<file path="src/sv/assert_macros.svh">
// Assertion macros shared by the gradient magnitude RTL.
`ifndef ASSERT_MACROS_SVH
`define ASSERT_MACROS_SVH

// Both macros sample on clk and are disabled while arst_n is low; the module
// that uses them must have signals of those names in scope.

// When the antecedent holds, the consequent must hold in the same cycle.
`define ASSERT_IMPLIES(lbl, ante, cons, msg) \
	lbl: assert property (@(posedge clk) disable iff (!arst_n) (ante) |-> (cons)) \
		else $error(msg);

// The condition must never hold.
`define ASSERT_NEVER(lbl, cond, msg) \
	lbl: assert property (@(posedge clk) disable iff (!arst_n) !(cond)) \
		else $error(msg);

`endif

</file>
<file path="src/sv/fdgm_pkg.sv">
// Types, constants and square root helpers of the gradient magnitude block.
package fdgm_pkg;

	// Configuration port.
	localparam int CFG_INDEX_BITS  = 1;
	localparam int CFG_DATA_BITS   = 12;
	localparam int WIDTH_REG_BITS  = 11;
	localparam int HEIGHT_REG_BITS = 12;
	localparam logic [WIDTH_REG_BITS-1:0]  WIDTH_RESET  = 11'd1024;
	localparam logic [HEIGHT_REG_BITS-1:0] HEIGHT_RESET = 12'd768;
	localparam int MIN_DIM = 3;

	typedef enum logic [CFG_INDEX_BITS-1:0] {
		CFG_IMAGE_WIDTH  = 1'b0,
		CFG_IMAGE_HEIGHT = 1'b1
	} cfg_index_t;

	// Datapath widths.
	localparam int ROW_BITS    = 12;
	localparam int PIX_BITS    = 8;
	localparam int DIFF_BITS   = PIX_BITS + 1;
	localparam int SQ_BITS     = 2 * PIX_BITS;
	localparam int ENERGY_BITS = SQ_BITS + 1;
	localparam int RAD_BITS    = 18;
	localparam int ROOT_BITS   = RAD_BITS / 2;
	localparam int REM_BITS    = ROOT_BITS + 3;
	localparam int SQRT_STEPS_PER_STAGE = 3;

	// Job queue between the front and the back.
	localparam int QUEUE_DEPTH    = 4;
	localparam int QUEUE_PTR_BITS = 2;

	// One pixel's work as handed to the back.
	typedef struct packed {
		logic signed [DIFF_BITS-1:0] dv;
		logic signed [DIFF_BITS-1:0] dh;
		logic                        two_results;
		logic                        last_of_frame;
	} job_t;

	typedef struct packed {
		logic full;
		logic empty;
	} queue_status_t;

	// Running state of the digit-by-digit square root.
	typedef struct packed {
		logic [RAD_BITS-1:0]  rad;
		logic [REM_BITS-1:0]  rem;
		logic [ROOT_BITS-1:0] root;
	} sqrt_state_t;

	// One restoring step: brings in two radicand bits, yields one root bit.
	function automatic sqrt_state_t sqrt_step(input sqrt_state_t s);
		sqrt_state_t          n;
		logic [REM_BITS-1:0]  acc;
		logic [REM_BITS-1:0]  trial;
		acc   = {s.rem[REM_BITS-3:0], s.rad[RAD_BITS-1 -: 2]};
		trial = REM_BITS'({s.root, 2'b01});
		n.rad = {s.rad[RAD_BITS-3:0], 2'b00};
		if (acc >= trial) begin
			n.rem  = acc - trial;
			n.root = {s.root[ROOT_BITS-2:0], 1'b1};
		end else begin
			n.rem  = acc;
			n.root = {s.root[ROOT_BITS-2:0], 1'b0};
		end
		return n;
	endfunction

	// The steps that one pipeline stage of the root performs.
	function automatic sqrt_state_t sqrt_stage(input sqrt_state_t s);
		sqrt_state_t t;
		t = s;
		for (int i = 0; i < SQRT_STEPS_PER_STAGE; i++) begin
			t = sqrt_step(t);
		end
		return t;
	endfunction

endpackage

</file>
<file path="src/sv/fdgm_queue.sv">
// Short job queue that decouples the front end from the back end.
`include "assert_macros.svh"

module fdgm_queue import fdgm_pkg::*; (
	input  logic          clk,
	input  logic          arst_n,
	input  logic          push,
	input  job_t          push_job,
	input  logic          pop,
	output job_t          pop_job,
	output queue_status_t q_status
);

	job_t                      mem_q [QUEUE_DEPTH];
	logic [QUEUE_PTR_BITS-1:0] wr_ptr_q;
	logic [QUEUE_PTR_BITS-1:0] rd_ptr_q;
	logic [QUEUE_PTR_BITS:0]   count_q;

	assign q_status.full  = count_q == (QUEUE_PTR_BITS + 1)'(QUEUE_DEPTH);
	assign q_status.empty = count_q == '0;
	assign pop_job        = mem_q[rd_ptr_q];

	// Pointers and fill level.
	always_ff @(posedge clk or negedge arst_n) begin
		if (!arst_n) begin
			wr_ptr_q <= '0;
			rd_ptr_q <= '0;
			count_q  <= '0;
		end else begin
			if (push) begin
				wr_ptr_q <= wr_ptr_q + QUEUE_PTR_BITS'(1);
			end
			if (pop) begin
				rd_ptr_q <= rd_ptr_q + QUEUE_PTR_BITS'(1);
			end
			if (push && !pop) begin
				count_q <= count_q + (QUEUE_PTR_BITS + 1)'(1);
			end else if (pop && !push) begin
				count_q <= count_q - (QUEUE_PTR_BITS + 1)'(1);
			end
		end
	end

	// Entry storage.
	always_ff @(posedge clk) begin
		if (push) begin
			mem_q[wr_ptr_q] <= push_job;
		end
	end

	`ASSERT_NEVER(a_no_push_when_full, push && q_status.full, "push into a full queue")
	`ASSERT_NEVER(a_no_pop_when_empty, pop && q_status.empty, "pop from an empty queue")

endmodule

</file>
<file path="config.mk">
export PLATFORM = sky130hd
export DESIGN_NAME = fdgm_queue
export DESIGN_NICKNAME = d
export VERILOG_FILES = /design/src/sv/fdgm_pkg.sv /design/src/sv/fdgm_queue.sv
export VERILOG_INCLUDE_DIRS = /design/src /design/src/sv
export SDC_FILE = /design/constraint.sdc
export NUM_CORES = 1
export LEC_CHECK = 0
export BUFFER_PORTS_ARGS = -buffer_cell sky130_fd_sc_hd__buf_2
export CORE_MARGIN = 3
export CORE_UTILIZATION = 60
export DETAILED_ROUTE_END_ITERATION = 12
export HOLD_SLACK_MARGIN = 0.02
export PLACE_DENSITY = 0.83
export SETUP_SLACK_MARGIN = 0.2
export SKIP_CTS_REPAIR_TIMING = 1
export SYNTH_ARGS = -nofsm -noshare
export SYNTH_HDL_FRONTEND = slang
export SYNTH_SLANG_ARGS = --single-unit
</file>
<file path="constraint.sdc">
create_clock -name clk -period 3.3 [get_ports clk]
set_clock_uncertainty 0.05 [all_clocks]
set_input_delay 0.66 -clock clk [delete_from_list [all_inputs] [get_ports clk]]
set_output_delay 0.66 -clock clk [all_outputs]
set_load 0.02 [all_outputs]
</file>
==> results.sh, run 1 <==
export IMPL_cts_buffers_inserted=9
export IMPL_synth_edf_count=80
export IMPL_cts_max_level=3
export IMPL_first_global_vias=1709
export IMPL_rr_endpoint="mem_q[2][11]"
export IMPL_clkTransAtPathRegs_ns=0.07
export IMPL_overflow=0
export IMPL_fillerInstances=332
export IMPL_cp_end_kind="output port"
export IMPL_synth_main_ff_cell="edfxtp_1"
export IMPL_max_stage_delay_ns=0.60
export IMPL_slew_headroom=0.280
export IMPL_setup_total_negative_slack_ns=0
export IMPL_reg2reg_slack_ns=1.34
export IMPL_syn_nets=168
export IMPL_ys_warn_count=0
export IMPL_maxSlewViolCount=0
export IMPL_post_place_ws_ns=0.931
export IMPL_postSynthAreaPerCell_um2=23.8
export IMPL_dieWidth_um=80.0
export IMPL_clock_path_buffers=2
export IMPL_clock_latency_ns=0.34
export IMPL_grt_pass1_wl_mm=8.67
export IMPL_area_growth_pct=14.4
export IMPL_tightest_slew_ns=1.08
export IMPL_rsz0062_at_grt="no"
export IMPL_ir_worst_vdd_uv=701
export IMPL_grt_use_total=0.198
export IMPL_initial_utilization=0.631
export IMPL_dieArea_um2=6400
export IMPL_synth_top_area_share=0.732
export IMPL_drv_cap=0
export IMPL_p_sw_w=0.00105
export IMPL_crit_path_start_kind="flip-flop"
export IMPL_ys_seq_area_frac=0.785
export IMPL_clkPwrFrac=0.203
export IMPL_yosys_area_top_type="edfxtp_1"
export IMPL_std_cell_rows=26
export IMPL_die_h_um=80.0
export IMPL_vias=1519
export IMPL_timing_rr_start="wr_ptr_q[0]"
export IMPL_setup_violations=0
export IMPL_final_layout_size_suffix_gt1_frac=0.396
export IMPL_ys_types=18
export IMPL_cts_tree="yes"
export IMPL_nets=222
export IMPL_cpMaxStageDelayCell="dfrtp_1"
export IMPL_io_buffers=45
export IMPL_cts_sinks=87
export IMPL_worstPathCellList="buf_4, mux4_1, buf_2"
export IMPL_via_per_inst=5.69
export IMPL_min_path_type="input pin to asynchronous set/reset pin"
export IMPL_drc_errors=0
export IMPL_fin_ws_ns=0.599
export IMPL_reg2regPathDepth=3
export IMPL_routedWlPerCell_um=20.3
export IMPL_drt_total_wl_mm=5.43
export IMPL_diodes=0
export IMPL_io_pins=46
export IMPL_drt_iter0_drc=64
export IMPL_yosysMostFrequentCell="edfxtp_1"
export IMPL_synth_seq_cells=87
export IMPL_grt_max_degree=22
export IMPL_outcome="finished, final reports clean"
export IMPL_cpLargestDelayFamily="flip-flops"
export IMPL_cp_depth=3
export IMPL_synth_cells=138
export IMPL_ys_top_cells_by_area="edfxtp_1 (73%), mux4_2 (12%), dfrtp_1 (5.3%)"
export IMPL_antenna_found_initial=0
export IMPL_intPower_w=0.00225
export IMPL_crit_buf_inv=2
export IMPL_switching_share=0.318
export IMPL_gp_congestion=0.627
export IMPL_hpwl_mm=3.56
export IMPL_hold_violations=0
export IMPL_critPathKind="flip-flop to output port"
export IMPL_cellLeakagePower_nw=1.34
export IMPL_root_buffer="clkbuf_8"
export IMPL_crit_arrival_ns=1.99
export IMPL_dr_pass1_iters=4
export IMPL_seqPwrFrac=0.488
export IMPL_synth_commonest_cells="edfxtp_1 (80), mux4_2 (18), dfrtp_1 (7), ha_1 (5)"
export IMPL_cp_max_fo=9
export IMPL_timing_final_crit_share=0.819
export IMPL_detail_route_antenna_nets=0
export IMPL_power_density_nw_per_um2=880
export IMPL_synthArstFlopShare=0.0805
export IMPL_required_ns=2.59
export IMPL_max_freq_mhz=370
export IMPL_syn_area_um2=3280
export IMPL_p_comb_frac=0.309
export IMPL_coreArea_um2=5200
export IMPL_min_period_ns=2.70
[state kept, by name (all words and copies together) (netlist names)]
| register | count |
|---|---|
| rd_ptr_q | 2 |
| count_q | 3 |
| wr_ptr_q | 2 |
| mem_q | 80 |
[cells by family after synthesis]
kind of cell,count (synthesis),share of synthesized area
AO/OA/AOI/OAI,1,0.00152
adder cells (fa/ha/maj),6,0.0252
AND/OR/NAND/NOR,9,0.0149
XOR/XNOR,6,0.0160
flip-flops,87,0.785
multiplexers,21,0.143
buffers and inverters,8,0.0145
[worst register-to-register path: cells and delay by family, from the launching register on]
| kind | cells | cell delay, ns |
|---|---|---|
| fa+ha+maj | 1 | 0.15 |
| flops | 1 | 0.43 |
| buf+inv | 1 | 0.12 |
| simple gates | 1 | 0.82 |
[routing by layer]
layer	part of all wire	vias to the layer above	routed length [um]	global-route usage
met5	0	-	0	0
met4	0.017	0	95	0.0963
met3	0.047	9	255	0.0406
met2	0.55	43	3010	0.355
met1	0.38	794	2070	0.223
li1	-	673	-	-
[worst max-delay path by stage]
stage / start / end / slack [ns]
2_1_floorplan: rd_ptr_q[0] / pop_job[10] / 1.42
3_3_place_gp: rd_ptr_q[0] / pop_job[15] / 0.91
3_5_place_dp: rd_ptr_q[0] / pop_job[15] / 0.93
4_1_cts: rd_ptr_q[0] / pop_job[15] / 0.54
5_1_grt: rd_ptr_q[0] / pop_job[15] / 0.45
6_report: rd_ptr_q[0] / pop_job[15] / 0.60
[placed cells by master (no fill, tap or decap), types with 3 or more instances in the layout]
master | netlist | routed
edfxtp_1 | 80 | 80
inv_1 | 4 | 4
buf_2 | 2 | 45
ha_1 | 5 | 5
dfrtp_1 | 7 | 7
mux4_2 | 18 | 18
clkinv_1 | 0 | 3
clkbuf_8 | 0 | 9
xor2_1 | 4 | 4
and2_1 | 4 | 4
[power by group through the flow]
stage               sequential (W)  combinational, W  clock (W)
floorplan                  0.00154          0.000802          0
global placement           0.00162           0.00100          0
detailed placement         0.00164           0.00103          0
CTS                        0.00162           0.00104   0.000686
global route               0.00165           0.00110   0.000724
finish                     0.00161           0.00102   0.000670
[metrics by stage]
| step | hold WS, ns | total power, W | std cells | area, um^2 | util |
|---|---|---|---|---|---|
| floorplan | 0.314 | 0.00234 | 138 | 3280 | - |
| global placement | 0.423 | 0.00262 | 251 | 3580 | 0.688 |
| detailed placement | 0.452 | 0.00268 | 251 | 3580 | 0.688 |
| CTS | 0.0812 | 0.00335 | 267 | 3760 | 0.722 |
| global route | 0.0862 | 0.00347 | 267 | 3760 | 0.722 |
| finish | 0.0935 | 0.00331 | 267 | 3760 | 0.722 |
[cell type report]
type	instances	area (um^2)	share of cell area
Clock buffer	10	128	0.0340
Inverter	4	15.0	0.00400
Timing Repair Buffer	47	240	0.0639
Multi-Input combinational cell	43	658	0.175
Sequential cell	87	2580	0.686
Clock inverter	6	51.3	0.0137
Tap cell	70	87.6	0.0233
(Power assumes the default switching activity.)
==> run 2, diff against run 1 <==
- ABC_AREA: unset -> 1
- CORE_UTILIZATION: 60 -> 51
- PLACE_DENSITY: 0.83 -> 0.74
- clock period: 3.3 -> 2.4 ns (I/O delays scaled with it)
==> run 2 against run 1 <==
Synthesized cell count rose by 100%. Via count rose by 38%. Total power up 52%. Wire length grew 4.6%. Register-to-register slack lost 0.39 ns. Clock-buffer cell count down 1. Area after synthesis is 10% higher. Die area rose by 27%.
==> results.sh, run 2 <==
export IMPL_outcome="finished, final reports clean"
export IMPL_detail_route_antenna_nets=0
export IMPL_hold_violations=0
export IMPL_syn_nets=311
export IMPL_setup_violations=0
export IMPL_timing_final_crit_share=0.860
export IMPL_power_density_nw_per_um2=1220
export IMPL_setup_total_negative_slack_ns=0
export IMPL_placed_cells=417
export IMPL_max_stage_delay_ns=0.50
export IMPL_crit_arrival_ns=1.54
export IMPL_ys_types=16
export IMPL_crit_path_start_kind="flip-flop"
export IMPL_ir_worst_vdd_uv=750
export IMPL_ys_top_cells_by_area="edfxtp_1 (66%), o211ai_1 (8.3%), nand2_1 (7.6%)"
export IMPL_synth_compound_area_frac=0.0844
export IMPL_cellLeakagePower_nw=1.74
export IMPL_largest_register="mem_q"
export IMPL_vias=2096
export IMPL_grt_use_total=0.152
export IMPL_drv_cap=0
export IMPL_routedWlPerCell_um=13.1
export IMPL_rsz0062_at_grt="no"
export IMPL_coreArea_um2=6830
export IMPL_clkTransAtPathRegs_ns=0.08
export IMPL_critPathKind="flip-flop to output port"
export IMPL_first_global_vias=2125
export IMPL_tightest_slew_ns=0.355
export IMPL_fillerInstances=525
export IMPL_cts_sinks=87
export IMPL_dieWidth_um=90.2
export IMPL_initial_utilization=0.529
export IMPL_area_growth_pct=14.1
export IMPL_synth_simple_area_share=0.0816
export IMPL_die_h_um=90.2
export IMPL_drt_total_wl_mm=5.68
export IMPL_seqPwrFrac=0.423
export IMPL_cpMaxStageDelayCell="dfrtp_1"
export IMPL_dieArea_um2=8140
export IMPL_largest_reg_flops=80
export IMPL_maxSlewViolCount=0
export IMPL_yosysMostFrequentCell="edfxtp_1"
export IMPL_synth_seq_cells=87
export IMPL_io_pins=46
export IMPL_dr_pass1_iters=4
export IMPL_cp_max_fo=12
export IMPL_reg_top3="mem_q x80, count_q x3"
export IMPL_grt_pass1_wl_mm=9.57
export IMPL_cts_tree="yes"
export IMPL_synth_main_ff_cell="edfxtp_1"
export IMPL_grt_max_degree=57
export IMPL_cp_end_kind="output port"
export IMPL_via_per_inst=4.84
export IMPL_final_cell_mix="edfxtp_1 (80), nand2_1 (73), inv_1 (52)"
export IMPL_yosys_area_top_type="edfxtp_1"
export IMPL_synth_commonest_cells="edfxtp_1 (80), nand2_1 (73), inv_1 (52), o211ai_1 (40), buf_6 (9)"
export IMPL_yosys_area_share_adder=0.0228
export IMPL_synthMuxAreaShare=0
export IMPL_syn_area_um2=3620
export IMPL_clock_latency_ns=0.34
export IMPL_synth_cells=281
export IMPL_stdcell_count=433
export IMPL_io_buffers=45
export IMPL_synthArstFlopShare=0.0805
export IMPL_gp_congestion=0.748
export IMPL_synth_top_family_by_area="buffers and inverters"
export IMPL_p_comb_frac=0.369
export IMPL_root_buffer="clkbuf_8"
export IMPL_ys_seq_area_frac=0.713
export IMPL_diodes=0
export IMPL_overflow=0
export IMPL_clock_path_buffers=2
export IMPL_std_cell_rows=30
export IMPL_hpwl_mm=3.71
export IMPL_max_freq_mhz=484
export IMPL_cts_buffers_inserted=9
export IMPL_min_period_ns=2.07
export IMPL_ys_warn_count=0
export IMPL_nets=363
export IMPL_slew_headroom=0.763
export IMPL_final_layout_size_suffix_gt1_frac=0.208
export IMPL_antenna_found_initial=0
export IMPL_synth_xor_area_frac=0.00969
export IMPL_synth_top_area_share=0.664
export IMPL_required_ns=1.87
export IMPL_drt_iter0_drc=150
export IMPL_worstPathCellList="inv_1, buf_4, o211ai_1, nand2_1, buf_2"
export IMPL_min_path_type="input pin to flip-flop"
export IMPL_p_sw_w=0.00183
export IMPL_switching_share=0.364
export IMPL_clkPwrFrac=0.208
export IMPL_cts_max_level=3
export IMPL_synth_edf_count=80
export IMPL_final_common_cell="edfxtp_1"
export IMPL_postSynthAreaPerCell_um2=12.9
export IMPL_intPower_w=0.00319
export IMPL_drc_errors=0
-- run 2: layer usage --
| layer | wire length, um | vias up | GRT usage |
|---|---|---|---|
| met4 | 97 | 0 | 0.0765 |
| met5 | 0 | - | 0 |
| met1 | 2240 | 991 | 0.163 |
| met3 | 279 | 8 | 0.0377 |
| met2 | 3060 | 38 | 0.277 |
| li1 | - | 1059 | - |
-- run 2: worst max-delay path, delay by kind of cell (launching register included) --
| family | cells | cell delay [ns] |
|---|---|---|
| buf+inv | 3 | 0.50 |
| flops | 1 | 0.50 |
| simple gates | 1 | 0.09 |
| compound gates | 1 | 0.11 |
-- run 2: logic make-up (layout without fill, tap and decap cells) --
| group | Yosys count | in the layout |
|---|---|---|
| compound gates | 41 | 41 |
| fa+ha+maj | 6 | 6 |
| flops | 87 | 87 |
| simple gates | 77 | 77 |
| buf+inv | 66 | 122 |
| xor+xnor | 4 | 4 |
-- run 2: final timing paths --
| check | slack, ns | cells past startpoint | end | start |
|---|---|---|---|---|
| worst max-delay path | 0.33 | 5 | pop_job[6] | rd_ptr_q[1] |
| min in group asynchronous | 0.45 | 2 | count_q[0] | arst_n |
| worst min-delay path | 0.29 | 1 | mem_q[3][0] | push_job[0] |
| worst max register to register | 0.95 | 5 | mem_q[2][14] | wr_ptr_q[0] |
| worst min register to register | 0.49 | 1 | wr_ptr_q[0] | wr_ptr_q[0] |
| max in group asynchronous | 1.67 | 2 | rd_ptr_q[0] | arst_n |
-- run 2: power groups by stage --
stage,registers (W),logic [W],clock network (W)
floorplan,0.00212,0.00145,0
global placement,0.00215,0.00183,0
detailed placement,0.00216,0.00188,0
CTS,0.00213,0.00189,0.00106
global route,0.00215,0.00208,0.00115
finish,0.00213,0.00185,0.00104
-- run 2: area by class of cell --
class / count / area (um^2) / area share
Inverter: 52 / 195 / 0.0473
Clock inverter: 6 / 86.3 / 0.0209
Multi-Input combinational cell: 128 / 718 / 0.174
Clock buffer: 9 / 124 / 0.0300
Tap cell: 96 / 120 / 0.0291
Timing Repair Buffer: 55 / 307 / 0.0742
Sequential cell: 87 / 2580 / 0.625
-- run 2: through the flow --
step	total power, W	cell area (um^2)	hold WS, ns	setup slack [ns]	util
2_1_floorplan	0.00356	3620	0.134	0.884	-
3_3_place_gp	0.00398	3910	0.273	0.682	0.572
3_5_place_dp	0.00404	3910	0.278	0.598	0.572
4_1_cts	0.00507	4120	-0.101	0.221	0.602
5_1_grt	0.00539	4130	0.285	0.225	0.604
6_report	0.00502	4130	0.294	0.335	0.604
