## src/sv/assert_macros.svh

```systemverilog
// Assertion macros shared by the gradient magnitude RTL.
`ifndef ASSERT_MACROS_SVH
`define ASSERT_MACROS_SVH

// Both macros sample on clk and are disabled while arst_n is low; the module
// that uses them must have signals of those names in scope.

// When the antecedent holds, the consequent must hold in the same cycle.
`define ASSERT_IMPLIES(lbl, ante, cons, msg) \
	lbl: assert property (@(posedge clk) disable iff (!arst_n) (ante) |-> (cons)) \
		else $error(msg);

// The condition must never hold.
`define ASSERT_NEVER(lbl, cond, msg) \
	lbl: assert property (@(posedge clk) disable iff (!arst_n) !(cond)) \
		else $error(msg);

`endif

```

## src/sv/fdgm_pkg.sv

```systemverilog
// Types, constants and square root helpers of the gradient magnitude block.
package fdgm_pkg;

	// Configuration port.
	localparam int CFG_INDEX_BITS  = 1;
	localparam int CFG_DATA_BITS   = 12;
	localparam int WIDTH_REG_BITS  = 11;
	localparam int HEIGHT_REG_BITS = 12;
	localparam logic [WIDTH_REG_BITS-1:0]  WIDTH_RESET  = 11'd1024;
	localparam logic [HEIGHT_REG_BITS-1:0] HEIGHT_RESET = 12'd768;
	localparam int MIN_DIM = 3;

	typedef enum logic [CFG_INDEX_BITS-1:0] {
		CFG_IMAGE_WIDTH  = 1'b0,
		CFG_IMAGE_HEIGHT = 1'b1
	} cfg_index_t;

	// Datapath widths.
	localparam int ROW_BITS    = 12;
	localparam int PIX_BITS    = 8;
	localparam int DIFF_BITS   = PIX_BITS + 1;
	localparam int SQ_BITS     = 2 * PIX_BITS;
	localparam int ENERGY_BITS = SQ_BITS + 1;
	localparam int RAD_BITS    = 18;
	localparam int ROOT_BITS   = RAD_BITS / 2;
	localparam int REM_BITS    = ROOT_BITS + 3;
	localparam int SQRT_STEPS_PER_STAGE = 3;

	// Job queue between the front and the back.
	localparam int QUEUE_DEPTH    = 4;
	localparam int QUEUE_PTR_BITS = 2;

	// One pixel's work as handed to the back.
	typedef struct packed {
		logic signed [DIFF_BITS-1:0] dv;
		logic signed [DIFF_BITS-1:0] dh;
		logic                        two_results;
		logic                        last_of_frame;
	} job_t;

	typedef struct packed {
		logic full;
		logic empty;
	} queue_status_t;

	// Running state of the digit-by-digit square root.
	typedef struct packed {
		logic [RAD_BITS-1:0]  rad;
		logic [REM_BITS-1:0]  rem;
		logic [ROOT_BITS-1:0] root;
	} sqrt_state_t;

	// One restoring step: brings in two radicand bits, yields one root bit.
	function automatic sqrt_state_t sqrt_step(input sqrt_state_t s);
		sqrt_state_t          n;
		logic [REM_BITS-1:0]  acc;
		logic [REM_BITS-1:0]  trial;
		acc   = {s.rem[REM_BITS-3:0], s.rad[RAD_BITS-1 -: 2]};
		trial = REM_BITS'({s.root, 2'b01});
		n.rad = {s.rad[RAD_BITS-3:0], 2'b00};
		if (acc >= trial) begin
			n.rem  = acc - trial;
			n.root = {s.root[ROOT_BITS-2:0], 1'b1};
		end else begin
			n.rem  = acc;
			n.root = {s.root[ROOT_BITS-2:0], 1'b0};
		end
		return n;
	endfunction

	// The steps that one pipeline stage of the root performs.
	function automatic sqrt_state_t sqrt_stage(input sqrt_state_t s);
		sqrt_state_t t;
		t = s;
		for (int i = 0; i < SQRT_STEPS_PER_STAGE; i++) begin
			t = sqrt_step(t);
		end
		return t;
	endfunction

endpackage

```

## src/sv/fdgm_back.sv

```systemverilog
// Back end: squares, pipelined square root, saturation and result output.
`include "assert_macros.svh"

module fdgm_back import fdgm_pkg::*; (
	input  logic                clk,
	input  logic                arst_n,
	input  job_t                pop_job,
	input  queue_status_t       q_status,
	output logic                pop,
	output logic                out_valid,
	input  logic                out_stall,
	output logic [PIX_BITS-1:0] magnitude,
	output logic                last_of_frame
);

	logic                          out_free;
	logic                          advance;
	logic signed [2*DIFF_BITS-1:0] prod_v;
	logic signed [2*DIFF_BITS-1:0] prod_h;
	logic [ENERGY_BITS-1:0]        energy;
	sqrt_state_t                   root_init;

	logic                          valid_s1, valid_s2, valid_s3, valid_s4;
	logic                          two_s1, two_s2, two_s3, two_s4;
	logic                          last_s1, last_s2, last_s3, last_s4;
	logic [SQ_BITS-1:0]            sqv_s1, sqh_s1;
	sqrt_state_t                   st_s2, st_s3, st_s4;

	logic                          out_valid_q;
	logic [PIX_BITS-1:0]           magnitude_q;
	logic                          last_q;
	logic                          second_q;
	logic                          second_last_q;

	// The pipeline moves when the output register can load a first result.
	assign out_free = !out_valid_q || !out_stall;
	assign advance  = out_free && !second_q;
	assign pop      = advance && !q_status.empty;

	// Squares of the differences; each fits in sixteen bits.
	assign prod_v = pop_job.dv * pop_job.dv;
	assign prod_h = pop_job.dh * pop_job.dh;

	// Energy and the root's starting state.
	always_comb begin
		energy         = ENERGY_BITS'(sqv_s1) + ENERGY_BITS'(sqh_s1);
		root_init.rad  = RAD_BITS'(energy);
		root_init.rem  = '0;
		root_init.root = '0;
	end

	// Stage valid flags.
	always_ff @(posedge clk or negedge arst_n) begin
		if (!arst_n) begin
			valid_s1 <= 1'b0;
			valid_s2 <= 1'b0;
			valid_s3 <= 1'b0;
			valid_s4 <= 1'b0;
		end else if (advance) begin
			valid_s1 <= !q_status.empty;
			valid_s2 <= valid_s1;
			valid_s3 <= valid_s2;
			valid_s4 <= valid_s3;
		end
	end

	// Stage payloads: squares, then three root stages of three steps each.
	always_ff @(posedge clk) begin
		if (advance) begin
			sqv_s1  <= prod_v[SQ_BITS-1:0];
			sqh_s1  <= prod_h[SQ_BITS-1:0];
			two_s1  <= pop_job.two_results;
			last_s1 <= pop_job.last_of_frame;
			st_s2   <= sqrt_stage(root_init);
			two_s2  <= two_s1;
			last_s2 <= last_s1;
			st_s3   <= sqrt_stage(st_s2);
			two_s3  <= two_s2;
			last_s3 <= last_s2;
			st_s4   <= sqrt_stage(st_s3);
			two_s4  <= two_s3;
			last_s4 <= last_s3;
		end
	end

	// Output register; a last-row pixel adds a zero border result after its first.
	always_ff @(posedge clk or negedge arst_n) begin
		if (!arst_n) begin
			out_valid_q <= 1'b0;
			second_q    <= 1'b0;
		end else if (out_free) begin
			if (second_q) begin
				out_valid_q <= 1'b1;
				second_q    <= 1'b0;
			end else begin
				out_valid_q <= valid_s4;
				second_q    <= valid_s4 && two_s4;
			end
		end
	end

	always_ff @(posedge clk) begin
		if (out_free) begin
			if (second_q) begin
				magnitude_q <= '0;
				last_q      <= second_last_q;
			end else begin
				magnitude_q   <= st_s4.root[ROOT_BITS-1] ? '1 : st_s4.root[PIX_BITS-1:0];
				last_q        <= 1'b0;
				second_last_q <= last_s4;
			end
		end
	end

	assign out_valid     = out_valid_q;
	assign magnitude     = magnitude_q;
	assign last_of_frame = last_q;

	`ASSERT_IMPLIES(a_second_behind_first, second_q, out_valid_q,
		"border result pending without a first result on the output")
	`ASSERT_IMPLIES(a_last_is_border, out_valid_q && last_q, magnitude_q == '0,
		"final result of the frame is not a zero border result")

endmodule

```

## config.mk

```make
export PLATFORM = sky130hd
export DESIGN_NAME = fdgm_back
export DESIGN_NICKNAME = d
export VERILOG_FILES = /design/src/sv/fdgm_pkg.sv /design/src/sv/fdgm_back.sv
export VERILOG_INCLUDE_DIRS = /design/src /design/src/sv
export SDC_FILE = /design/constraint.sdc
export NUM_CORES = 1
export LEC_CHECK = 0
export BUFFER_PORTS_ARGS = -buffer_cell sky130_fd_sc_hd__buf_2
export CAP_MARGIN = 40
export CORE_MARGIN = 2
export CORE_UTILIZATION = 58
export DETAILED_ROUTE_END_ITERATION = 8
export PLACE_DENSITY = 0.75
export SKIP_CTS_REPAIR_TIMING = 1
export SLEW_MARGIN = 20
export SYNTH_ARGS = -nofsm -noshare
export SYNTH_HDL_FRONTEND = slang
export SYNTH_SLANG_ARGS = --single-unit
```

## constraint.sdc

```tcl
create_clock -name clk -period 6.77 [get_ports clk]
set_clock_uncertainty 0.1 [all_clocks]
set_input_delay 1.0155 -clock clk [delete_from_list [all_inputs] [get_ports clk]]
set_output_delay 1.0155 -clock clk [all_outputs]
set_load 0.01 [all_outputs]
```

==> flow_summary_export.csv, run 1 <==
group,metric,value,unit
outcome,outcome,"finished, final reports clean",
clocking,htreeDepth,3,
global_route,grt.total_usage,21.7,%
routing,topRoutingLayerUsed,"met4",
routing,dr.first_iter.drc_count,282,
synthesis,synthArstFlopShare,5.45,%
synthesis,syn-instance-count,1110,
floorplanning,core_region_area,19500,µm²
place,dp.final_hpwl,17.1,mm
sta,setup_viol_count_final,0,
sta,unrepaired_setup_endpoints_after_global_routing,"no",
sta,final.period_utilization,94.3,%
global_route,grt_pass1_wl,36.0,mm
routing,pre_antenna_drt_iters,5,
global_route,grt_overflow_total,0,
routing,final_antenna_net_count,0,
place,finalWeightedCongestion,0.878,
floorplanning,die_height,145,µm
floorplanning,initial_core_util,59.0,%
routing,post_drt_via_cell_ratio,5.43,
sta,worst_max_slew_margin_expressed_relative_to_the_limit,44.8,%
worst_setup_path,arrival_time_reported_for_the_critical_path_endpoint,6.40,ns
hold_path,timing.hold.worst.class,"reg2reg",
place,io_buffers,34,
routing,met1Wirelength,9.30,mm
floorplanning,ports,36,
synthesis,netlist-cell-type-count,73,
routing,wl_met2,10.8,mm
routing,detail_route.drc_violations,0,
sta,fin_crit,6.38,ns
clocking,cts_root_buf,"sky130_fd_sc_hd__clkbuf_16",
synthesis,syn-mean-instance-area,10.3,µm²
global_route,antenna_found_initial,0,
final_layout,flow.area_growth_from_synthesis,7.73,%
synthesis,synth_seq_cells,110,
worst_setup_path,delay_contributed_by_the_slowest_stage_of_the_critical_path,0.59,ns
global_route,first_global_vias,7729,
routing,met3RoutedLength,475,µm
final_layout,layout.filler_cells,1566,
worst_setup_path,worstSetupStartpointType,"flip-flop",
floorplanning,die-area,20900,µm²
synthesis,synth_largest_type_area_fraction,27.2,%
synthesis,synth-main-ff-cell,"sky130_fd_sc_hd__edfxtp_1",
synthesis,yosysTopAreaCell,"sky130_fd_sc_hd__edfxtp_1",
job,max_cap_violations,0,
worst_setup_path,cp_max_fo,7,
clocking,clk_pin_slew_worst_paths,0.07,ns
sta,fmax,157,MHz
routing,route.vias.total,7734,
worst_setup_path,cp-end-kind,"flip-flop",
synthesis,synth-edff-count,104,
clocking,cts.sink_count,110,
synthesis,synth_sequential_area_ratio,28.5,%
synthesis,post-synth-top-count-cell,"sky130_fd_sc_hd__inv_1",
sta,timing_max_transition_violations_final,0,
routing,routed_wirelength,21.0,mm
routing,drt-wirelength-per-cell,14.8,µm
floorplanning,die_width,145,µm
worst_setup_path,path_common_cell,"sky130_fd_sc_hd__ha_1",
final_layout,layout-drive-gt1-share,8.54,%
worst_setup_path,critPathSlowestCell,"sky130_fd_sc_hd__or4_1",
synthesis,postSynthNetCount,1373,
worst_setup_path,cp.required,6.78,ns
synthesis,synth.top_cells.by_count,"158 x sky130_fd_sc_hd__inv_1, 130 x sky130_fd_sc_hd__ha_1, 108 x sky130_fd_sc_hd__fa_1",
global_route,largest_net_degree_at_the_start_of_global_routing,54,
synthesis,synthTopCellsByArea,"sky130_fd_sc_hd__edfxtp_1 27%, sky130_fd_sc_hd__fa_1 19%, sky130_fd_sc_hd__ha_1 14%",
synthesis,synth_warnings,0,
clocking,tritoncts,"built",
synthesis,netlist_area,11500,µm²
sta,finalHoldViolations,0,
sta,worst_slew_pin_slew,0.807,ns
sta,setup_tns,0,ns
clocking,max-clock-path-buffers,2,
worst_setup_path,worst-setup-path-type,"reg2reg",
clocking,insertion_delay,0.36,ns
floorplanning,rows,51,
clocking,numCtsBuffers,9,
final_layout,num_antenna_cells,0,
final_layout,final_nets,1417,
[layer usage]
metal / up-vias / GRT usage (%)
met5: - / 0
met4: 0 / 6.75
met3: 31 / 2.63
met2: 114 / 38.8
met1: 3747 / 27.8
li1: 3842 / -
[registers in the layout, summed over array words and instances (netlist names), 8 cells and up]
register / count
magnitude: 8
sqh_s1: 15
st_s2: 25
st_s3: 22
st_s4: 9
sqv_s1: 15
[metrics by stage]
stage / worst slack [ns] / std cells / hold slack (ns) / instance area [µm²] / utilization, %
finish: 0.385 / 1424 / 0.321 / 12400 / 63.5
global route: 0.0304 / 1424 / 0.327 / 12400 / 63.5
CTS: 0.252 / 1423 / 0.322 / 12300 / 63.4
detailed placement: 0.297 / 1407 / 0.305 / 12000 / 61.8
global placement: 0.314 / 1407 / 0.301 / 12000 / 61.8
floorplan: 0.614 / 1110 / 0.300 / 11500 / -
[final cells by class]
class | count | area, µm² | share of cell area (%)
tap | 265 | 332 | 2.68
timing repair buffer | 55 | 340 | 2.75
clock inverter | 7 | 72.6 | 0.587
sequential | 110 | 3270 | 26.5
multi-input combinational | 817 | 7520 | 60.8
clock buffer | 9 | 225 | 1.82
inverter | 161 | 606 | 4.90
[path summary, 6_finish.rpt]
check                      cells after the start         to  slack (ns)       from
setup / recovery                              26  st_s3[14]        0.39   st_s2[2]
hold / removal                                 0  st_s3[38]        0.32  st_s2[32]
hold reg to reg                                0  st_s3[38]        0.32  st_s2[32]
max in group asynchronous                      1  out_valid        6.06     arst_n
setup reg to reg                              26  st_s3[14]        0.39   st_s2[2]
min in group asynchronous                      1   valid_s3        0.37     arst_n
[critical path, delay by kind of cell, from the launching register on]
kind            cells  cell delay [ns]
xor+xnor            1             0.22
fa+ha+maj           3             0.90
flops               1             0.42
buf+inv             3             0.53
compound gates      6             1.30
simple gates       12             2.35
mux                 1             0.31
[placed cells by master, fill, tap and decap left out, types with 7 or more instances in the layout]
cell / count
sky130_fd_sc_hd__xor2_1: 25
sky130_fd_sc_hd__a21o_1: 15
sky130_fd_sc_hd__o21ai_0: 36
sky130_fd_sc_hd__nand3_1: 12
sky130_fd_sc_hd__buf_2: 34
sky130_fd_sc_hd__fa_1: 108
sky130_fd_sc_hd__nand2b_1: 20
sky130_fd_sc_hd__buf_4: 20
sky130_fd_sc_hd__and2_1: 58
sky130_fd_sc_hd__nor2b_1: 18
sky130_fd_sc_hd__edfxtp_1: 104
sky130_fd_sc_hd__xnor2_1: 66
sky130_fd_sc_hd__inv_1: 157
sky130_fd_sc_hd__a31oi_1: 7
sky130_fd_sc_hd__ha_1: 130
sky130_fd_sc_hd__nand2_1: 72
sky130_fd_sc_hd__clkbuf_16: 9
sky130_fd_sc_hd__mux2i_1: 12
sky130_fd_sc_hd__nor3_1: 7
sky130_fd_sc_hd__o21bai_1: 11
sky130_fd_sc_hd__nor2_1: 59
sky130_fd_sc_hd__a21oi_1: 55
[kinds of logic (layout without fill, tap and decap cells)]
kind of cell | Yosys count | count (layout) | share of synthesized area, %
flops | 110 | 110 | 28.5
xor+xnor | 91 | 91 | 6.94
fa+ha+maj | 238 | 238 | 33.0
mux | 21 | 21 | 2.03
simple gates | 290 | 290 | 13.2
buf+inv | 183 | 232 | 6.13
compound gates | 177 | 177 | 10.2
Power of run 1 is left out: the tool's default activity adds up to more than one toggle a clock period on the data nets, which glitch-free logic cannot reach.
==> inputs of run 2 (changes only) <==
- MAX_ROUTING_LAYER: not set -> met4
==> run 2 against run 1 <==
Effect of this change:
- hold slack about the same
- design area about the same
- core utilization increased by 0.058 points
- first-iteration DRC count increased by 34%
- flip-flop and latch count unchanged
- die area unchanged
- critical path depth unchanged
- via count shrank 0.39%
- final cell count unchanged
- global-route usage increased by 0.80 points
- maximum frequency about the same
==> flow_summary_export.csv, run 2 (synthesis gave the netlist of run 1 again) <==
group,metric,value,unit
outcome,outcome,"finished, final reports clean",
global_route,grt.total_usage,22.5,%
place,placed_area,12000,µm²
worst_setup_path,worstPathBufferInverterCount,3,
worst_setup_path,arrival_time_reported_for_the_critical_path_endpoint,6.38,ns
sta,timing_max_transition_violations_final,0,
global_route,grt_pass1_wl,36.2,mm
worst_setup_path,delay_contributed_by_the_slowest_stage_of_the_critical_path,0.60,ns
sta,final.period_utilization,94.3,%
routing,dr.first_iter.drc_count,378,
sta,fmax,157,MHz
routing,drt-wirelength-per-cell,15.0,µm
floorplanning,die-area,20900,µm²
floorplanning,ports,36,
final_layout,largest_register_ffs,25,
worst_setup_path,cp-end-kind,"flip-flop",
global_route,largest_net_degree_at_the_start_of_global_routing,56,
final_layout,largest_register,"st_s2",
floorplanning,initial_core_util,59.0,%
worst_setup_path,worstSetupStartpointType,"flip-flop",
worst_setup_path,critPathSlowestCell,"sky130_fd_sc_hd__or4_1",
clocking,cts_root_buf,"sky130_fd_sc_hd__clkbuf_16",
floorplanning,rows,51,
final_layout,final_nets,1417,
job,max_cap_violations,0,
worst_setup_path,cp.required,6.76,ns
hold_path,timing.hold.worst.class,"reg2reg",
clocking,htreeDepth,3,
floorplanning,die_height,145,µm
routing,post_drt_via_cell_ratio,5.41,
global_route,first_global_vias,7839,
final_layout,layout-drive-gt1-share,8.54,%
routing,final_antenna_net_count,0,
worst_setup_path,worst-setup-path-type,"reg2reg",
place,dp.final_hpwl,17.4,mm
sta,fin_crit,6.38,ns
place,io_buffers,34,
final_layout,num_antenna_cells,0,
sta,setup_viol_count_final,0,
routing,pre_antenna_drt_iters,5,
sta,worst_max_slew_margin_expressed_relative_to_the_limit,43.0,%
sta,final.hold.worst_slack,0.320,ns
clocking,cts.sink_count,110,
clocking,clk_pin_slew_worst_paths,0.07,ns
final_layout,most-common-layout-cells,"157 x sky130_fd_sc_hd__inv_1, 130 x sky130_fd_sc_hd__ha_1, 108 x sky130_fd_sc_hd__fa_1",
global_route,grt_overflow_total,0,
global_route,antenna_found_initial,0,
place,finalWeightedCongestion,0.885,
floorplanning,core_region_area,19500,µm²
worst_setup_path,path_common_cell,"sky130_fd_sc_hd__ha_1",
final_layout,postLayoutCellArea,12400,µm²
final_layout,flow.area_growth_from_synthesis,7.83,%
routing,routed_wirelength,21.3,mm
floorplanning,die_width,145,µm
worst_setup_path,critical-path-top-delay-family,"simple AND/OR/NAND/NOR gates",
clocking,insertion_delay,0.35,ns
sta,worst_slew_pin_slew,0.833,ns
final_layout,final_common_cell,"sky130_fd_sc_hd__inv_1",
final_layout,largestRegisters,"st_s2 x25, st_s3 x22",
routing,detail_route.drc_violations,0,
clocking,tritoncts,"built",
routing,route.vias.total,7704,
sta,finalHoldViolations,0,
clocking,numCtsBuffers,9,
clocking,max-clock-path-buffers,2,
worst_setup_path,cp_max_fo,7,
==> run 2: changes by cell type in the layout (fill, tap and decap cells not counted), sizes merged <==
cell	before	now
bufinv	1	2
clkinv	4	5
clkinvlp	3	1
==> run 2: area by class of cell <==
| cell class | count | area, µm² |
|---|---|---|
| sequential | 110 | 3270 |
| inverter | 161 | 606 |
| clock inverter | 7 | 96.3 |
| timing repair buffer | 55 | 328 |
| multi-input combinational | 817 | 7520 |
| tap | 265 | 332 |
| fill | 1571 | 7090 |
| clock buffer | 9 | 225 |
==> run 2: worst paths after layout <==
kind / startpoint / endpoint / slack (ns) / depth (start not counted)
max: st_s2[2] / st_s3[12] / 0.39 / 26
min: two_s2 / two_s3 / 0.32 / 0
max reg2reg: st_s2[2] / st_s3[12] / 0.39 / 26
min reg2reg: two_s2 / two_s3 / 0.32 / 0
max in group asynchronous: arst_n / out_valid / 6.04 / 1
min in group asynchronous: arst_n / valid_s2 / 0.38 / 1
==> run 2: worst register-to-register path, cell delays in order (launching register included) <==
cell                       delay (ns)
sky130_fd_sc_hd__edfxtp_1        0.42
sky130_fd_sc_hd__inv_1           0.19
sky130_fd_sc_hd__ha_1            0.32
sky130_fd_sc_hd__and4_1          0.26
sky130_fd_sc_hd__nor4_2          0.24
sky130_fd_sc_hd__nand3_2         0.26
sky130_fd_sc_hd__buf_4           0.26
sky130_fd_sc_hd__a21oi_1         0.22
sky130_fd_sc_hd__ha_1            0.28
sky130_fd_sc_hd__and3_1          0.21
sky130_fd_sc_hd__a31oi_1         0.18
sky130_fd_sc_hd__nand3_1         0.10
sky130_fd_sc_hd__o41a_1          0.42
sky130_fd_sc_hd__a211oi_4        0.21
sky130_fd_sc_hd__nand2_2         0.09
sky130_fd_sc_hd__inv_2           0.10
sky130_fd_sc_hd__nor2_1          0.06
sky130_fd_sc_hd__xnor2_1         0.20
sky130_fd_sc_hd__ha_1            0.28
sky130_fd_sc_hd__and4_1          0.24
sky130_fd_sc_hd__nand2_1         0.08
sky130_fd_sc_hd__nor2_1          0.05
sky130_fd_sc_hd__a21oi_1         0.14
sky130_fd_sc_hd__a31oi_1         0.11
sky130_fd_sc_hd__or4_1           0.60
sky130_fd_sc_hd__nor2_8          0.21
sky130_fd_sc_hd__mux2_4          0.31
==> run 2: layer usage <==
| metal | vias to the layer above | wire (µm) | GRT usage [%] |
|---|---|---|---|
| li1 | 3831 | - | - |
| met1 | 3740 | 9430 | 27.9 |
| met2 | 107 | 10900 | 39.5 |
| met3 | 26 | 509 | 2.99 |
| met4 | 0 | 435 | 5.72 |
| met5 | - | 0 | - |
==> run 2: stage by stage <==
stage          worst slack [ns]  TNS (ns)  utilization [%]  instances
6_report                  0.388         0             63.6       1424
5_1_grt                 -0.0175   -0.0222             63.6       1424
4_1_cts                   0.236         0             63.5       1424
3_5_place_dp              0.261         0             61.9       1408
3_3_place_gp              0.353         0             61.9       1408
2_1_floorplan             0.614         0                -       1110
Power of run 2 is left out for the same reason.
==> inputs of run 3 (changes only) <==
==> constraint.sdc (replaced) <==
create_clock -name clk -period 6.77 [get_ports clk]
set_clock_uncertainty 0.1 [all_clocks]
set_input_delay 0.677 -clock clk [delete_from_list [all_inputs] [get_ports clk]]
set_output_delay 0.677 -clock clk [all_outputs]
set_load 0.01 [all_outputs]
==> run 3 against run 2 <==
Effect of this change:
- global-route usage hardly changed
- setup slack improved by 0.032 ns
- via count about the same
- flip-flop and latch count stayed put
- final cell count unchanged
==> flow_summary_export.csv, run 3 (synthesis gave the netlist of run 1 again) <==
group,metric,value,unit
routing,route.vias.total,7700,
final_layout,largest_register,"st_s2",
job,max_cap_violations,0,
global_route,grt_overflow_total,0,
clocking,htreeDepth,3,
routing,detail_route.drc_violations,0,
sta,setup_viol_count_final,0,
worst_setup_path,critPathCapture,"st_s3[14]",
sta,setup_tns,0,ns
routing,final_antenna_net_count,0,
outcome,outcome,"finished, final reports clean",
floorplanning,die_height,145,µm
clocking,clk_pin_slew_worst_paths,0.07,ns
worst_setup_path,cp.required,6.77,ns
sta,fmax,157,MHz
clocking,max-clock-path-buffers,2,
final_layout,most-common-layout-cells,"157 x sky130_fd_sc_hd__inv_1, 130 x sky130_fd_sc_hd__ha_1, 108 x sky130_fd_sc_hd__fa_1",
floorplanning,rows,51,
clocking,tritoncts,"built",
clocking,cts_root_buf,"sky130_fd_sc_hd__clkbuf_16",
global_route,largest_net_degree_at_the_start_of_global_routing,52,
sta,fin_crit,6.35,ns
sta,final.period_utilization,93.8,%
final_layout,finalNonFillerCells,1424,
clocking,numCtsBuffers,9,
final_layout,num_antenna_cells,0,
final_layout,flow.area_growth_from_synthesis,7.73,%
sta,unrepaired_setup_endpoints_after_global_routing,"no",
sta,worst_slew_pin_slew,0.831,ns
worst_setup_path,cp-end-kind,"flip-flop",
worst_setup_path,crit_reg_reg_endpoint,"st_s3[14]",
floorplanning,die_width,145,µm
place,io_buffers,34,
worst_setup_path,setup.worst_path.start,"st_s2[11]",
routing,routed_wirelength,20.7,mm
routing,pre_antenna_drt_iters,4,
floorplanning,core_region_area,19500,µm²
place,dp.final_hpwl,17.1,mm
routing,post_drt_via_cell_ratio,5.41,
sta,timing_max_transition_violations_final,0,
hold_path,timing.hold.worst.class,"in2async",
place,finalWeightedCongestion,0.908,
worst_setup_path,worst_reg2reg_path_depth,25,
worst_setup_path,cp_max_fo,8,
worst_setup_path,regToRegSetupSlack,0.42,ns
floorplanning,initial_core_util,59.0,%
final_layout,largest_register_ffs,25,
clocking,cts.sink_count,110,
final_layout,largestRegisters,"st_s2 x25, st_s3 x22",
sta,finalHoldViolations,0,
worst_setup_path,worstSetupStartpointType,"flip-flop",
final_layout,final_nets,1417,
global_route,grt_pass1_wl,36.2,mm
worst_setup_path,worstReg2RegStart,"st_s2[11]",
sta,worst_max_slew_margin_expressed_relative_to_the_limit,43.2,%
clocking,insertion_delay,0.35,ns
global_route,grt.total_usage,22.5,%
global_route,antenna_found_initial,0,
worst_setup_path,worst-setup-path-type,"reg2reg",
final_layout,layout-drive-gt1-share,8.46,%
floorplanning,die-area,20900,µm²
worst_setup_path,arrival_time_reported_for_the_critical_path_endpoint,6.35,ns
global_route,first_global_vias,7823,
routing,dr.first_iter.drc_count,376,
routing,drt-wirelength-per-cell,14.5,µm
place,placed_cells,1407,
final_layout,final_common_cell,"sky130_fd_sc_hd__inv_1",
floorplanning,ports,36,
run 3: cell count changes in the layout (fill, tap and decap cells not counted), sizes merged:
cell / change
bufinv: -1
inv: -1
clkinv: +2
run 3: worst min-delay path by stage:
stage          cells after the start  slack (ns)   start   endpoint
2_1_floorplan                      0        0.28  arst_n  out_valid
3_3_place_gp                       0        0.30  two_s2     two_s3
3_5_place_dp                       0        0.30  two_s2     two_s3
4_1_cts                            1        0.03  arst_n   valid_s1
5_1_grt                            1        0.03  arst_n   valid_s3
6_report                           1        0.04  arst_n   valid_s3
run 3: critical path, stage by stage, from the launching register on:
cell,delay (ns)
sky130_fd_sc_hd__edfxtp_1,0.47
sky130_fd_sc_hd__ha_1,0.39
sky130_fd_sc_hd__and4_1,0.25
sky130_fd_sc_hd__nor4_2,0.27
sky130_fd_sc_hd__nand3_2,0.25
sky130_fd_sc_hd__buf_4,0.24
sky130_fd_sc_hd__a21oi_1,0.21
sky130_fd_sc_hd__ha_1,0.28
sky130_fd_sc_hd__and3_1,0.17
sky130_fd_sc_hd__a31oi_1,0.17
sky130_fd_sc_hd__nand3_1,0.09
sky130_fd_sc_hd__o41a_1,0.42
sky130_fd_sc_hd__a211oi_4,0.21
sky130_fd_sc_hd__nand2_2,0.09
sky130_fd_sc_hd__inv_2,0.13
sky130_fd_sc_hd__nor2_1,0.08
sky130_fd_sc_hd__xnor2_1,0.25
sky130_fd_sc_hd__ha_1,0.30
sky130_fd_sc_hd__and4_1,0.24
sky130_fd_sc_hd__nand2_1,0.08
sky130_fd_sc_hd__nor2_1,0.05
sky130_fd_sc_hd__a21oi_1,0.15
sky130_fd_sc_hd__a31oi_1,0.10
sky130_fd_sc_hd__or4_1,0.59
sky130_fd_sc_hd__nor2_8,0.21
sky130_fd_sc_hd__mux2_4,0.31
run 3: metal layers:
metal | routed length [µm] | share of wire (%) | GRT usage [%] | up-vias
met5 | 0 | 0 | - | -
met4 | 473 | 2.3 | 6.23 | 0
met3 | 521 | 2.5 | 2.93 | 31
met2 | 10600 | 51 | 39.5 | 111
met1 | 9050 | 44 | 27.7 | 3715
li1 | - | - | - | 3843
run 3: final cells by class:
cell class	instances	area (µm²)
clock inverter	7	76.3
multi-input combinational	817	7510
inverter	161	606
timing repair buffer	55	340
sequential	110	3270
tap	265	332
fill	1605	7100
clock buffer	9	225
run 3: through the flow:
| step | worst slack (ns) | area (µm²) | hold WS, ns | util, % |
|---|---|---|---|---|
| after floorplan | 0.614 | 11500 | 0.281 | - |
| after global placement | 0.338 | 12000 | 0.300 | 61.8 |
| after detailed placement | 0.243 | 12000 | 0.305 | 61.8 |
| after CTS | 0.209 | 12300 | 0.0270 | 63.4 |
| after global routing | 0.0372 | 12400 | 0.0297 | 63.5 |
| final | 0.420 | 12400 | 0.0427 | 63.5 |
Power of run 3 is left out for the same reason.
